===== config.mk =====
export PLATFORM = sky130hd
export DESIGN_NAME = timer_expiry_queue
export DESIGN_NICKNAME = d
export VERILOG_FILES = /design/src/hdl/tem_pkg.sv /design/src/hdl/tem_ram.sv /design/src/hdl/tem_ctrl.sv /design/src/hdl/tem_dp.sv /design/src/hdl/timer_expiry_queue.sv
export SDC_FILE = /design/constraint.sdc
export NUM_CORES = 2
export LEC_CHECK = 0
export BUFFER_PORTS_ARGS = -buffer_cell sky130_fd_sc_hd__buf_2
export CAP_MARGIN = 0
export CORE_MARGIN = 2
export CORE_UTILIZATION = 30
export CTS_BUF_LIST = sky130_fd_sc_hd__clkbuf_8
export CTS_CLUSTER_SIZE = 28
export DETAILED_ROUTE_END_ITERATION = 12
export PLACE_DENSITY = 0.45
export SETUP_SLACK_MARGIN = 0.02
export SLEW_MARGIN = 20
export SYNTH_ARGS = -nofsm -noshare
export SYNTH_HDL_FRONTEND = slang
export SYNTH_HIERARCHICAL = 1
export SYNTH_SLANG_ARGS = --single-unit
export TNS_END_PERCENT = 50

===== constraint.sdc =====
create_clock -name i_clk -period 12.53 [get_ports i_clk]
set_input_delay 1.8795 -clock i_clk [delete_from_list [all_inputs] [get_ports i_clk]]
set_output_delay 1.8795 -clock i_clk [all_outputs]
set_load 0.005 [all_outputs]

===== src/hdl/tem_pkg.sv =====
// ----------------------------------------------------------------------------
// tem_pkg
// Shared types, codes and defaults for the timer expiry queue.
// ----------------------------------------------------------------------------
package tem_pkg;

    localparam int NUM_TIMERS_DEF = 32;
    localparam int ID_BITS_DEF    = 32;
    localparam int TIME_BITS_DEF  = 48;

    localparam int ACTION_W = 2;
    localparam int KIND_W   = 2;
    localparam int PID_W    = 32;
    localparam int PTIME_W  = 48;
    localparam int PCNT_W   = 6;

    localparam logic [ACTION_W-1:0] ACT_ADD    = 2'd0;
    localparam logic [ACTION_W-1:0] ACT_CANCEL = 2'd1;
    localparam logic [ACTION_W-1:0] ACT_POP    = 2'd2;
    localparam logic [ACTION_W-1:0] ACT_CLEAR  = 2'd3;

    localparam logic [KIND_W-1:0] KIND_ACK     = 2'd0;
    localparam logic [KIND_W-1:0] KIND_FIRED   = 2'd1;
    localparam logic [KIND_W-1:0] KIND_REFUSED = 2'd2;

    // controller to datapath
    typedef struct packed {
        logic accept;        // latch a new transaction and apply its table effect
        logic scan_start;    // begin a pass over all slots
        logic cancel_clear;  // drop the slot found by the cancel pass
        logic fire;          // drop the earliest slot and count it
        logic emit;          // load the output register
        logic emit_fire;     // the loaded result is a fired timer
    } t_cmd;

    // datapath to controller
    typedef struct packed {
        logic                scan_done;
        logic [ACTION_W-1:0] op;
        logic                best_expired;
        logic                out_free;
    } t_sts;

endpackage


===== src/hdl/tem_ram.sv =====
// ----------------------------------------------------------------------------
// tem_ram
// Generic single write, single read RAM with registered read data.
// ----------------------------------------------------------------------------
module tem_ram #(
    parameter int WIDTH = 8,
    parameter int DEPTH = 32
) (
    input  logic                     i_clk,
    input  logic                     i_we,
    input  logic [$clog2(DEPTH)-1:0] i_waddr,
    input  logic [WIDTH-1:0]         i_wdata,
    input  logic [$clog2(DEPTH)-1:0] i_raddr,
    output logic [WIDTH-1:0]         o_rdata
);

    logic [WIDTH-1:0] r_mem [DEPTH];
    logic [WIDTH-1:0] r_rdata;

    always_ff @(posedge i_clk) begin
        if (i_we) begin
            r_mem[i_waddr] <= i_wdata;
        end
        r_rdata <= r_mem[i_raddr];
    end

    assign o_rdata = r_rdata;

endmodule


===== src/hdl/tem_ctrl.sv =====
// ----------------------------------------------------------------------------
// tem_ctrl
// Sequencer for the timer queue: scan passes, firing loop and result hand-off.
// ----------------------------------------------------------------------------
module tem_ctrl (
    input  logic          i_clk,
    input  logic          i_rst_n,
    input  logic          i_valid,
    output logic          o_ready,
    input  tem_pkg::t_sts i_sts,
    output tem_pkg::t_cmd o_cmd
);
    import tem_pkg::*;

    localparam logic [1:0] S_IDLE   = 2'd0;
    localparam logic [1:0] S_SCAN   = 2'd1;
    localparam logic [1:0] S_DECIDE = 2'd2;
    localparam logic [1:0] S_EMIT   = 2'd3;

    logic [1:0] r_state, n_state;
    logic       r_cancel_pend, n_cancel_pend;
    logic       r_fire_pend, n_fire_pend;
    t_cmd       cmd;

    always_comb begin
        n_state       = r_state;
        n_cancel_pend = r_cancel_pend;
        n_fire_pend   = r_fire_pend;
        cmd           = '0;
        unique case (r_state)
            S_IDLE: begin
                if (i_valid) begin
                    cmd.accept     = 1'b1;
                    cmd.scan_start = 1'b1;
                    n_cancel_pend  = 1'b0;
                    n_fire_pend    = 1'b0;
                    n_state        = S_SCAN;
                end
            end
            S_SCAN: begin
                if (i_sts.scan_done) begin
                    n_state = S_DECIDE;
                end
            end
            S_DECIDE: begin
                if (i_sts.op == ACT_CANCEL && !r_cancel_pend) begin
                    cmd.cancel_clear = 1'b1;
                    cmd.scan_start   = 1'b1;
                    n_cancel_pend    = 1'b1;
                    n_state          = S_SCAN;
                end else if (r_fire_pend) begin
                    n_state = S_EMIT;
                end else if (i_sts.op == ACT_POP && i_sts.best_expired) begin
                    cmd.fire       = 1'b1;
                    cmd.scan_start = 1'b1;
                    n_fire_pend    = 1'b1;
                    n_state        = S_SCAN;
                end else begin
                    n_state = S_EMIT;
                end
            end
            S_EMIT: begin
                if (i_sts.out_free) begin
                    cmd.emit      = 1'b1;
                    cmd.emit_fire = r_fire_pend;
                    n_fire_pend   = 1'b0;
                    n_state       = r_fire_pend ? S_DECIDE : S_IDLE;
                end
            end
            default: n_state = S_IDLE;
        endcase
    end

    always_ff @(posedge i_clk) begin
        if (!i_rst_n) begin
            r_state       <= S_IDLE;
            r_cancel_pend <= 1'b0;
            r_fire_pend   <= 1'b0;
        end else begin
            r_state       <= n_state;
            r_cancel_pend <= n_cancel_pend;
            r_fire_pend   <= n_fire_pend;
        end
    end

    assign o_ready = (r_state == S_IDLE);
    assign o_cmd   = cmd;

endmodule


===== src/hdl/tem_dp.sv =====
// ----------------------------------------------------------------------------
// tem_dp
// Slot table, scan unit and output register of the timer queue.
// ----------------------------------------------------------------------------
module tem_dp #(
    parameter int NUM_TIMERS = tem_pkg::NUM_TIMERS_DEF,
    parameter int ID_BITS    = tem_pkg::ID_BITS_DEF,
    parameter int TIME_BITS  = tem_pkg::TIME_BITS_DEF
) (
    input  logic                         i_clk,
    input  logic                         i_rst_n,
    input  tem_pkg::t_cmd                i_cmd,
    output tem_pkg::t_sts                o_sts,
    input  logic [tem_pkg::ACTION_W-1:0] i_action,
    input  logic [tem_pkg::PTIME_W-1:0]  i_time_ms,
    input  logic [tem_pkg::PID_W-1:0]    i_cancel_id,
    output logic                         o_valid,
    input  logic                         i_ready,
    output logic [tem_pkg::KIND_W-1:0]   o_result_kind,
    output logic [tem_pkg::PID_W-1:0]    o_result_id,
    output logic [tem_pkg::PCNT_W-1:0]   o_fire_total,
    output logic [tem_pkg::PCNT_W-1:0]   o_active_count,
    output logic                         o_next_valid,
    output logic [tem_pkg::PTIME_W-1:0]  o_next_expiration,
    output logic                         o_last
);
    import tem_pkg::*;

    localparam int SW = $clog2(NUM_TIMERS);
    localparam int CW = $clog2(NUM_TIMERS + 1);
    localparam int DW = ID_BITS + TIME_BITS;
    localparam logic [SW-1:0] LAST_SLOT = SW'(NUM_TIMERS - 1);

    logic [NUM_TIMERS-1:0] r_valid;
    logic [ID_BITS-1:0]    r_next_id;
    logic [CW-1:0]         r_live;
    logic [ACTION_W-1:0]   r_op;
    logic [TIME_BITS-1:0]  r_time;
    logic [ID_BITS-1:0]    r_cid;
    logic                  r_refused;
    logic [ID_BITS-1:0]    r_add_id;
    logic [CW-1:0]         r_fired_cnt;
    logic [ID_BITS-1:0]    r_fired_id;

    logic                  r_scan_on;
    logic [SW-1:0]         r_idx;
    logic                  r_rd_on;
    logic [SW-1:0]         r_rd_idx;
    logic                  r_best_valid;
    logic [TIME_BITS-1:0]  r_best_dl;
    logic [ID_BITS-1:0]    r_best_id;
    logic [SW-1:0]         r_best_slot;
    logic                  r_match_found;
    logic [SW-1:0]         r_match_slot;

    logic                  r_o_valid;
    logic [KIND_W-1:0]     r_o_kind;
    logic [PID_W-1:0]      r_o_id;
    logic [PCNT_W-1:0]     r_o_fired;
    logic [PCNT_W-1:0]     r_o_active;
    logic                  r_o_next_valid;
    logic [PTIME_W-1:0]    r_o_next_exp;
    logic                  r_o_last;

    logic [63:0]           in_time64, in_cid64, best_dl64, id64;
    logic [TIME_BITS-1:0]  in_time;
    logic [ID_BITS-1:0]    in_cid;
    logic                  full;
    logic [SW-1:0]         free_slot;
    logic                  we;
    logic [DW-1:0]         rdata;
    logic [TIME_BITS-1:0]  rd_dl;
    logic [ID_BITS-1:0]    rd_id;
    logic                  rd_ok;
    logic                  better;
    logic                  out_free;
    logic [ID_BITS-1:0]    emit_id;

    assign in_time64 = 64'(i_time_ms);
    assign in_cid64  = 64'(i_cancel_id);
    assign in_time   = in_time64[TIME_BITS-1:0];
    assign in_cid    = in_cid64[ID_BITS-1:0];

    // lowest free slot
    always_comb begin
        free_slot = '0;
        for (int i = NUM_TIMERS - 1; i >= 0; i--) begin
            if (!r_valid[i]) begin
                free_slot = SW'(i);
            end
        end
    end
    assign full = &r_valid;
    assign we   = i_cmd.accept && (i_action == ACT_ADD) && !full;

    tem_ram #(
        .WIDTH (DW),
        .DEPTH (NUM_TIMERS)
    ) u_slots (
        .i_clk   (i_clk),
        .i_we    (we),
        .i_waddr (free_slot),
        .i_wdata ({r_next_id, in_time}),
        .i_raddr (r_idx),
        .o_rdata (rdata)
    );

    assign rd_dl  = rdata[TIME_BITS-1:0];
    assign rd_id  = rdata[DW-1:TIME_BITS];
    assign rd_ok  = r_rd_on && r_valid[r_rd_idx];
    assign better = !r_best_valid || (rd_dl < r_best_dl) ||
                    ((rd_dl == r_best_dl) && (rd_id < r_best_id));

    assign out_free = !r_o_valid || i_ready;

    always_ff @(posedge i_clk) begin
        if (!i_rst_n) begin
            r_valid   <= '0;
            r_next_id <= ID_BITS'(1);
            r_live    <= '0;
            r_scan_on <= 1'b0;
            r_rd_on   <= 1'b0;
            r_o_valid <= 1'b0;
        end else begin
            // table effect of a new transaction
            if (i_cmd.accept) begin
                r_op        <= i_action;
                r_time      <= in_time;
                r_cid       <= in_cid;
                r_fired_cnt <= '0;
                r_refused   <= full;
                r_add_id    <= r_next_id;
                if (we) begin
                    r_valid[free_slot] <= 1'b1;
                    r_live             <= r_live + CW'(1);
                    r_next_id          <= r_next_id + ID_BITS'(1);
                end
                if (i_action == ACT_CLEAR) begin
                    r_valid <= '0;
                    r_live  <= '0;
                end
            end
            if (i_cmd.cancel_clear && r_match_found) begin
                r_valid[r_match_slot] <= 1'b0;
                r_live                <= r_live - CW'(1);
            end
            if (i_cmd.fire) begin
                r_valid[r_best_slot] <= 1'b0;
                r_live               <= r_live - CW'(1);
                r_fired_cnt          <= r_fired_cnt + CW'(1);
                r_fired_id           <= r_best_id;
            end

            // scan address sequencer
            if (i_cmd.scan_start) begin
                r_scan_on <= 1'b1;
                r_idx     <= '0;
            end else if (r_scan_on) begin
                if (r_idx == LAST_SLOT) begin
                    r_scan_on <= 1'b0;
                end else begin
                    r_idx <= r_idx + SW'(1);
                end
            end
            r_rd_on  <= r_scan_on && !i_cmd.scan_start;
            r_rd_idx <= r_idx;

            // output register
            if (i_cmd.emit) begin
                r_o_valid <= 1'b1;
            end else if (i_ready) begin
                r_o_valid <= 1'b0;
            end
        end
    end

    // running minimum and cancel match over the read stream
    always_ff @(posedge i_clk) begin
        if (!i_rst_n) begin
            r_best_valid  <= 1'b0;
            r_match_found <= 1'b0;
        end else if (i_cmd.scan_start) begin
            r_best_valid  <= 1'b0;
            r_match_found <= 1'b0;
        end else if (rd_ok) begin
            if (better) begin
                r_best_valid <= 1'b1;
                r_best_dl    <= rd_dl;
                r_best_id    <= rd_id;
                r_best_slot  <= r_rd_idx;
            end
            if (!r_match_found && rd_id == r_cid) begin
                r_match_found <= 1'b1;
                r_match_slot  <= r_rd_idx;
            end
        end
    end

    assign best_dl64 = 64'(r_best_dl);

    always_comb begin
        if (i_cmd.emit_fire) begin
            emit_id = r_fired_id;
        end else if (r_op == ACT_ADD && !r_refused) begin
            emit_id = r_add_id;
        end else begin
            emit_id = '0;
        end
    end
    assign id64 = 64'(emit_id);

    always_ff @(posedge i_clk) begin
        if (i_cmd.emit) begin
            if (i_cmd.emit_fire) begin
                r_o_kind <= KIND_FIRED;
            end else if (r_op == ACT_ADD && r_refused) begin
                r_o_kind <= KIND_REFUSED;
            end else begin
                r_o_kind <= KIND_ACK;
            end
            r_o_id         <= id64[PID_W-1:0];
            r_o_fired      <= (i_cmd.emit_fire || r_op == ACT_POP) ?
                              PCNT_W'(r_fired_cnt) : '0;
            r_o_active     <= PCNT_W'(r_live);
            r_o_next_valid <= r_best_valid;
            r_o_next_exp   <= r_best_valid ? best_dl64[PTIME_W-1:0] : '0;
            r_o_last       <= !i_cmd.emit_fire;
        end
    end

    assign o_sts.scan_done    = r_rd_on && (r_rd_idx == LAST_SLOT);
    assign o_sts.op           = r_op;
    assign o_sts.best_expired = r_best_valid && (r_best_dl <= r_time);
    assign o_sts.out_free     = out_free;

    assign o_valid           = r_o_valid;
    assign o_result_kind     = r_o_kind;
    assign o_result_id       = r_o_id;
    assign o_fire_total      = r_o_fired;
    assign o_active_count    = r_o_active;
    assign o_next_valid      = r_o_next_valid;
    assign o_next_expiration = r_o_next_exp;
    assign o_last            = r_o_last;

endmodule


===== src/hdl/timer_expiry_queue.sv =====
// ----------------------------------------------------------------------------
// timer_expiry_queue
// Table of pending timers with add, cancel, pop-expired and clear actions.
// ----------------------------------------------------------------------------
// The block holds up to NUM_TIMERS timers in a slot RAM with one valid flop
// per slot. Every result reports the live count and the earliest pending
// expiration, which a full pass over the slot RAM finds: one slot is read per
// cycle, and the single RAM read port sets the rate. An add, a clear or a pop
// with nothing expired makes one pass; a cancel needs a second pass after the
// slot is dropped; a pop makes one more pass per fired timer. A receiver that
// holds off a waiting result stalls the sequence. Results leave through an
// output register, so the last result of one transaction may wait there
// while the next transaction is accepted. No clearing pass is needed after
// reset.
// ----------------------------------------------------------------------------
module timer_expiry_queue #(
    parameter int NUM_TIMERS = tem_pkg::NUM_TIMERS_DEF,
    parameter int ID_BITS    = tem_pkg::ID_BITS_DEF,
    parameter int TIME_BITS  = tem_pkg::TIME_BITS_DEF
) (
    input  logic                         i_clk,
    input  logic                         i_rst_n,
    input  logic                         i_valid,
    output logic                         o_ready,
    input  logic [tem_pkg::ACTION_W-1:0] i_action,
    input  logic [tem_pkg::PTIME_W-1:0]  i_time_ms,
    input  logic [tem_pkg::PID_W-1:0]    i_cancel_id,
    output logic                         o_valid,
    input  logic                         i_ready,
    output logic [tem_pkg::KIND_W-1:0]   o_result_kind,
    output logic [tem_pkg::PID_W-1:0]    o_result_id,
    output logic [tem_pkg::PCNT_W-1:0]   o_fire_total,
    output logic [tem_pkg::PCNT_W-1:0]   o_active_count,
    output logic                         o_next_valid,
    output logic [tem_pkg::PTIME_W-1:0]  o_next_expiration,
    output logic                         o_last
);
    import tem_pkg::*;

    t_cmd cmd;
    t_sts sts;

    // sequence scans, firing and result hand-off
    tem_ctrl u_ctrl (
        .i_clk   (i_clk),
        .i_rst_n (i_rst_n),
        .i_valid (i_valid),
        .o_ready (o_ready),
        .i_sts   (sts),
        .o_cmd   (cmd)
    );

    // hold the slot table, run the scan and drive the result fields
    tem_dp #(
        .NUM_TIMERS (NUM_TIMERS),
        .ID_BITS    (ID_BITS),
        .TIME_BITS  (TIME_BITS)
    ) u_dp (
        .i_clk             (i_clk),
        .i_rst_n           (i_rst_n),
        .i_cmd             (cmd),
        .o_sts             (sts),
        .i_action          (i_action),
        .i_time_ms         (i_time_ms),
        .i_cancel_id       (i_cancel_id),
        .o_valid           (o_valid),
        .i_ready           (i_ready),
        .o_result_kind     (o_result_kind),
        .o_result_id       (o_result_id),
        .o_fire_total      (o_fire_total),
        .o_active_count    (o_active_count),
        .o_next_valid      (o_next_valid),
        .o_next_expiration (o_next_expiration),
        .o_last            (o_last)
    );

endmodule

==> out/metrics.csv <==
stage,metric,value,unit
drt,first_drt_pass_iteration_count,6,
timing,finalCritPeriodShare,51.1,%
timing,final.min_clock_period,6.40,ns
worst_setup_path,critical_path_peak_fanout,48,
logic_synthesis,ys_flop_type,sky130_fd_sc_hd__edfxtp_1,
logic_synthesis,yosys.area.top_type,sky130_fd_sc_hd__edfxtp_1,
placement,globalplace.congestion,0.833,
cts,post_cts.repair.setup_buffers,0,
floorplanning,die-area,400000,µm²
grt,global_route.usage.total,19.1,%
cts,worst_skew_pair.late_latency,1.16,ns
floorplanning,starting_density,30.2,%
logic_synthesis,synthesis.instances,6235,
worst_setup_path,r2r-start,u_dp/r_best_dl[35],
logic_synthesis,synth_simple_gate_area_share,3.26,%
cts,cts_tree,done,
worst_setup_path,path_depth,16,
drt,vias,64000,
worst_setup_path,worst-path-buf-inv,2,
logic_synthesis,post_synth_fa_ha_maj_area_fraction,1.45,%
status,status,completed,
timing,final_hold_viol_count,0,
cts,htreeDepth,6,
logic_synthesis,synthesized_area_fraction_occupied_by_xor_and_xnor_cells,0.488,%
drt,drt-initial-drc-count,6491,
cts,ctsRootBufferMaster,sky130_fd_sc_hd__clkbuf_8,
timing,tightest_slew,1.24,ns
cts,max-clock-path-buffers,4,
timing,hold_ws,0.430,ns
worst_setup_path,worst-setup-path-type,register to register,
worst_setup_path,crit_slowest_cell,sky130_fd_sc_hd__o21a_4,
final_layout,layout_commonest_cell,sky130_fd_sc_hd__edfxtp_1,
worst_setup_path,crit_path_cell_trace,ha_1 -> nand4_1 -> nor2_1 -> nand3_1 -> nor4_1 -> buf_4 -> nand2_1 -> o22a_1 -> nand3b_1 -> nor3b_2 -> or3_1 -> nor2b_1 -> nand2_1 -> nor2_1 -> o21a_4 -> buf_4,
drt,routed_via_density,5.14,
logic_synthesis,synth.yosys.warnings,6,
floorplanning,floorplan.io_pins,184,
logic_synthesis,postSynthRegisterBits,3068,
placement,place_ws,5.43,ns
final_layout,areaGrowthSynthToFinish,15.0,%
drt,avgRoutedWirePerCell,31.4,µm
worst_setup_path,critical_path.startpoint,u_dp/r_best_dl[35],
worst_setup_path,timing.critical_path.max_delay_family,simple AND/OR/NAND/NOR gates,
placement,numPortBuffers,183,
grt,maximum_number_of_pins_on_one_net_before_global_route_repair,115,
logic_synthesis,synthesis.area_per_instance,19.0,µm²
timing,timing.max_slew.rel_slack,16.5,%
pwr,power.static_leakage,47.6,nW
timing,maxClockFrequency,0.156,GHz
worst_setup_path,timing.reg2reg.worst_path_depth,16,
logic_synthesis,synth_top_area_share,73.7,%
timing,timing.final.ws_setup,6.13,ns
logic_synthesis,synth.top_cells.by_area,"sky130_fd_sc_hd__edfxtp_1 (74%), sky130_fd_sc_hd__mux4_2 (6.3%), sky130_fd_sc_hd__mux2i_1 (5.4%)",
logic_synthesis,async_flop_share,0,%
cts,cts_resized,0,
grt,initial_antenna_violation_count,30,
floorplanning,core.rowCount,230,
floorplanning,floorplan.core_area,393000,µm²
final_layout,design.final.nets,7055,
logic_synthesis,synth_area,119000,µm²
logic_synthesis,synthDistinctLibCells,78,
floorplanning,horizontal_die_dimension,633,µm
placement,place_hpwl,236,mm
final_layout,commonest_non_fill_non_tap_cells_in_the_layout,"sky130_fd_sc_hd__edfxtp_1 (2,909), sky130_fd_sc_hd__mux2i_1 (642), sky130_fd_sc_hd__clkbuf_8 (570)",
timing,setup-tns-final,0,ns
worst_setup_path,endpoint_kind,register,
floorplanning,die_height,633,µm
pwr,peakVddDrop,0.000114,V
logic_synthesis,share_of_synthesized_area_occupied_by_flip_flops_and_latches,76.4,%
worst_setup_path,worst_path_largest_cell_delay,0.86,ns
logic_synthesis,synth_compound_area_share,4.98,%
cts,total_clock_sinks,3068,
cts,clk_pin_slew_worst_paths,0.07,ns
worst_setup_path,worst-endpoint-required,13.29,ns
placement,placedCellCount,11500,
cts,cts_hold_repair_buffers,0,
worst_setup_path,critPathArrivalTime,7.16,ns
grt,globalRouteOverflowTotal,0,
pwr,cellPowerDensity,176,nW/µm²
drt,drc,0,
logic_synthesis,synth-edff-count,2909,
flow_run,cap_viol_max_count,0,
timing,final-max-slew-violation-count,0,
drt,antenna_left,0,
grt,first_global_vias,64800,
logic_synthesis,yosys-mux-area-fraction,11.7,%
placement,placed_area,126000,µm²
grt,grt_first_pass_wirelength,534,mm
timing,finalSetupViolCount,0,
logic_synthesis,net_count_of_the_mapped_netlist,6458,
worst_setup_path,critical_path.startpoint_type,register,
hold_path,worst_hold_startpoint,u_dp/u_slots/o_rdata[34],
timing,final.setup_skew,0.0828,ns
final_layout,layout-drive-gt1-share,20.0,%
final_layout,instances_no_fill,12500,
timing,rsz0062_at_grt,no,
hold_path,holdPathStages,0,
logic_synthesis,synth_top_family_by_area,multiplexers,
cts,cts_inserted_buffers,533,
hold_path,hold_path_class,register to register,
drt,drt-total-wl,392,mm
final_layout,final_design_area_no_fill,136000,µm²
==> worst paths after layout <==
check | slack (ns) | to
worst max-delay path | 6.13 | u_dp/r_best_id[11]
worst min-delay path | 0.43 | u_dp/r_best_dl[34]
worst max register to register | 6.13 | u_dp/r_best_id[11]
worst min register to register | 0.43 | u_dp/r_best_dl[34]
==> state kept, by name, summed over array words and instances (netlist names), 32 cells and up <==
register,flops
u_dp/r_add_id,32
u_dp/r_best_dl,48
u_dp/o_next_expiration,48
u_dp/r_fired_id,32
u_dp/r_cid,32
u_dp/r_next_id,32
u_dp/r_time,48
u_dp/r_best_id,32
u_dp/o_result_id,32
u_dp/u_slots/r_mem,2560
u_dp/u_slots/o_rdata,80
u_dp/r_valid,32
==> synth_stat cells, types with 12 or more instances <==
master,count
sky130_fd_sc_hd__buf_4,24
sky130_fd_sc_hd__nor2_1,160
sky130_fd_sc_hd__edfxtp_1,2909
sky130_fd_sc_hd__nor3_1,15
sky130_fd_sc_hd__clkbuf_1,133
sky130_fd_sc_hd__nor4_1,12
sky130_fd_sc_hd__nand4_1,87
sky130_fd_sc_hd__nand3_1,184
sky130_fd_sc_hd__o21ai_0,54
sky130_fd_sc_hd__and4_1,19
sky130_fd_sc_hd__ha_1,137
sky130_fd_sc_hd__xor2_1,32
sky130_fd_sc_hd__a31oi_1,54
sky130_fd_sc_hd__and2_1,48
sky130_fd_sc_hd__nor2b_1,37
sky130_fd_sc_hd__a2111oi_0,21
sky130_fd_sc_hd__a22o_1,77
sky130_fd_sc_hd__nand2_1,84
sky130_fd_sc_hd__buf_6,18
sky130_fd_sc_hd__xnor2_1,34
sky130_fd_sc_hd__inv_1,156
sky130_fd_sc_hd__a21o_1,24
sky130_fd_sc_hd__a21oi_1,75
sky130_fd_sc_hd__and3_1,21
sky130_fd_sc_hd__mux2i_1,642
sky130_fd_sc_hd__buf_2,113
sky130_fd_sc_hd__mux4_2,330
sky130_fd_sc_hd__dfxtp_1,159
sky130_fd_sc_hd__a22oi_1,427
==> cell type report <==
class	count	area [µm²]
inverters	156	587
well taps	5220	6530
flip-flops and latches	3068	90600
repair buffers	360	2420
clock inverters	370	1990
fillers	37200	257000
multi-input cells	2713	26300
clock buffers	570	7850
diodes	10	25.0
==> report_power, final <==
group	internal (mW)	switching, mW	leakage, nW	total, mW
logic	1.24	2.44	12.3	3.67
clock network	4.38	4.23	5.70	8.60
registers	11.5	0.269	29.6	11.7
==> logic make-up after synthesis <==
kind of cell	count (synthesis)
buffers and inverters	454
adders and majority gates	137
xor gates and xnor gates	66
AOI/OAI and AO/OA	809
and+or+nand+nor	729
muxes	972
DFF	3068
==> metal layers <==
metal	global-route usage (%)	share of wire, %	vias to the layer above
li1	-	-	26700
met1	26.4	44	34500
met2	31.2	47	2316
met3	3.16	6.0	520
met4	4.94	2.5	6
met5	0	0.011	-
==> stage by stage <==
step / util [%] / power [mW]
floorplan: - / 13.9
global route: 34.7 / 24.9
CTS: 34.7 / 24.3
detailed placement: 32.2 / 15.6
finish: 34.7 / 24.0
global placement: 32.2 / 15.6
==> worst reg2reg max path: cells and delay by family (launching register included) <==
family                     cells  cell delay, ns
and+or+nand+nor               11            3.13
buffers and inverters          2            0.90
AOI/OAI and AO/OA              2            1.21
DFF                            1            0.40
adders and majority gates      1            0.34
No activity file was read; power rests on OpenSTA's default activity.
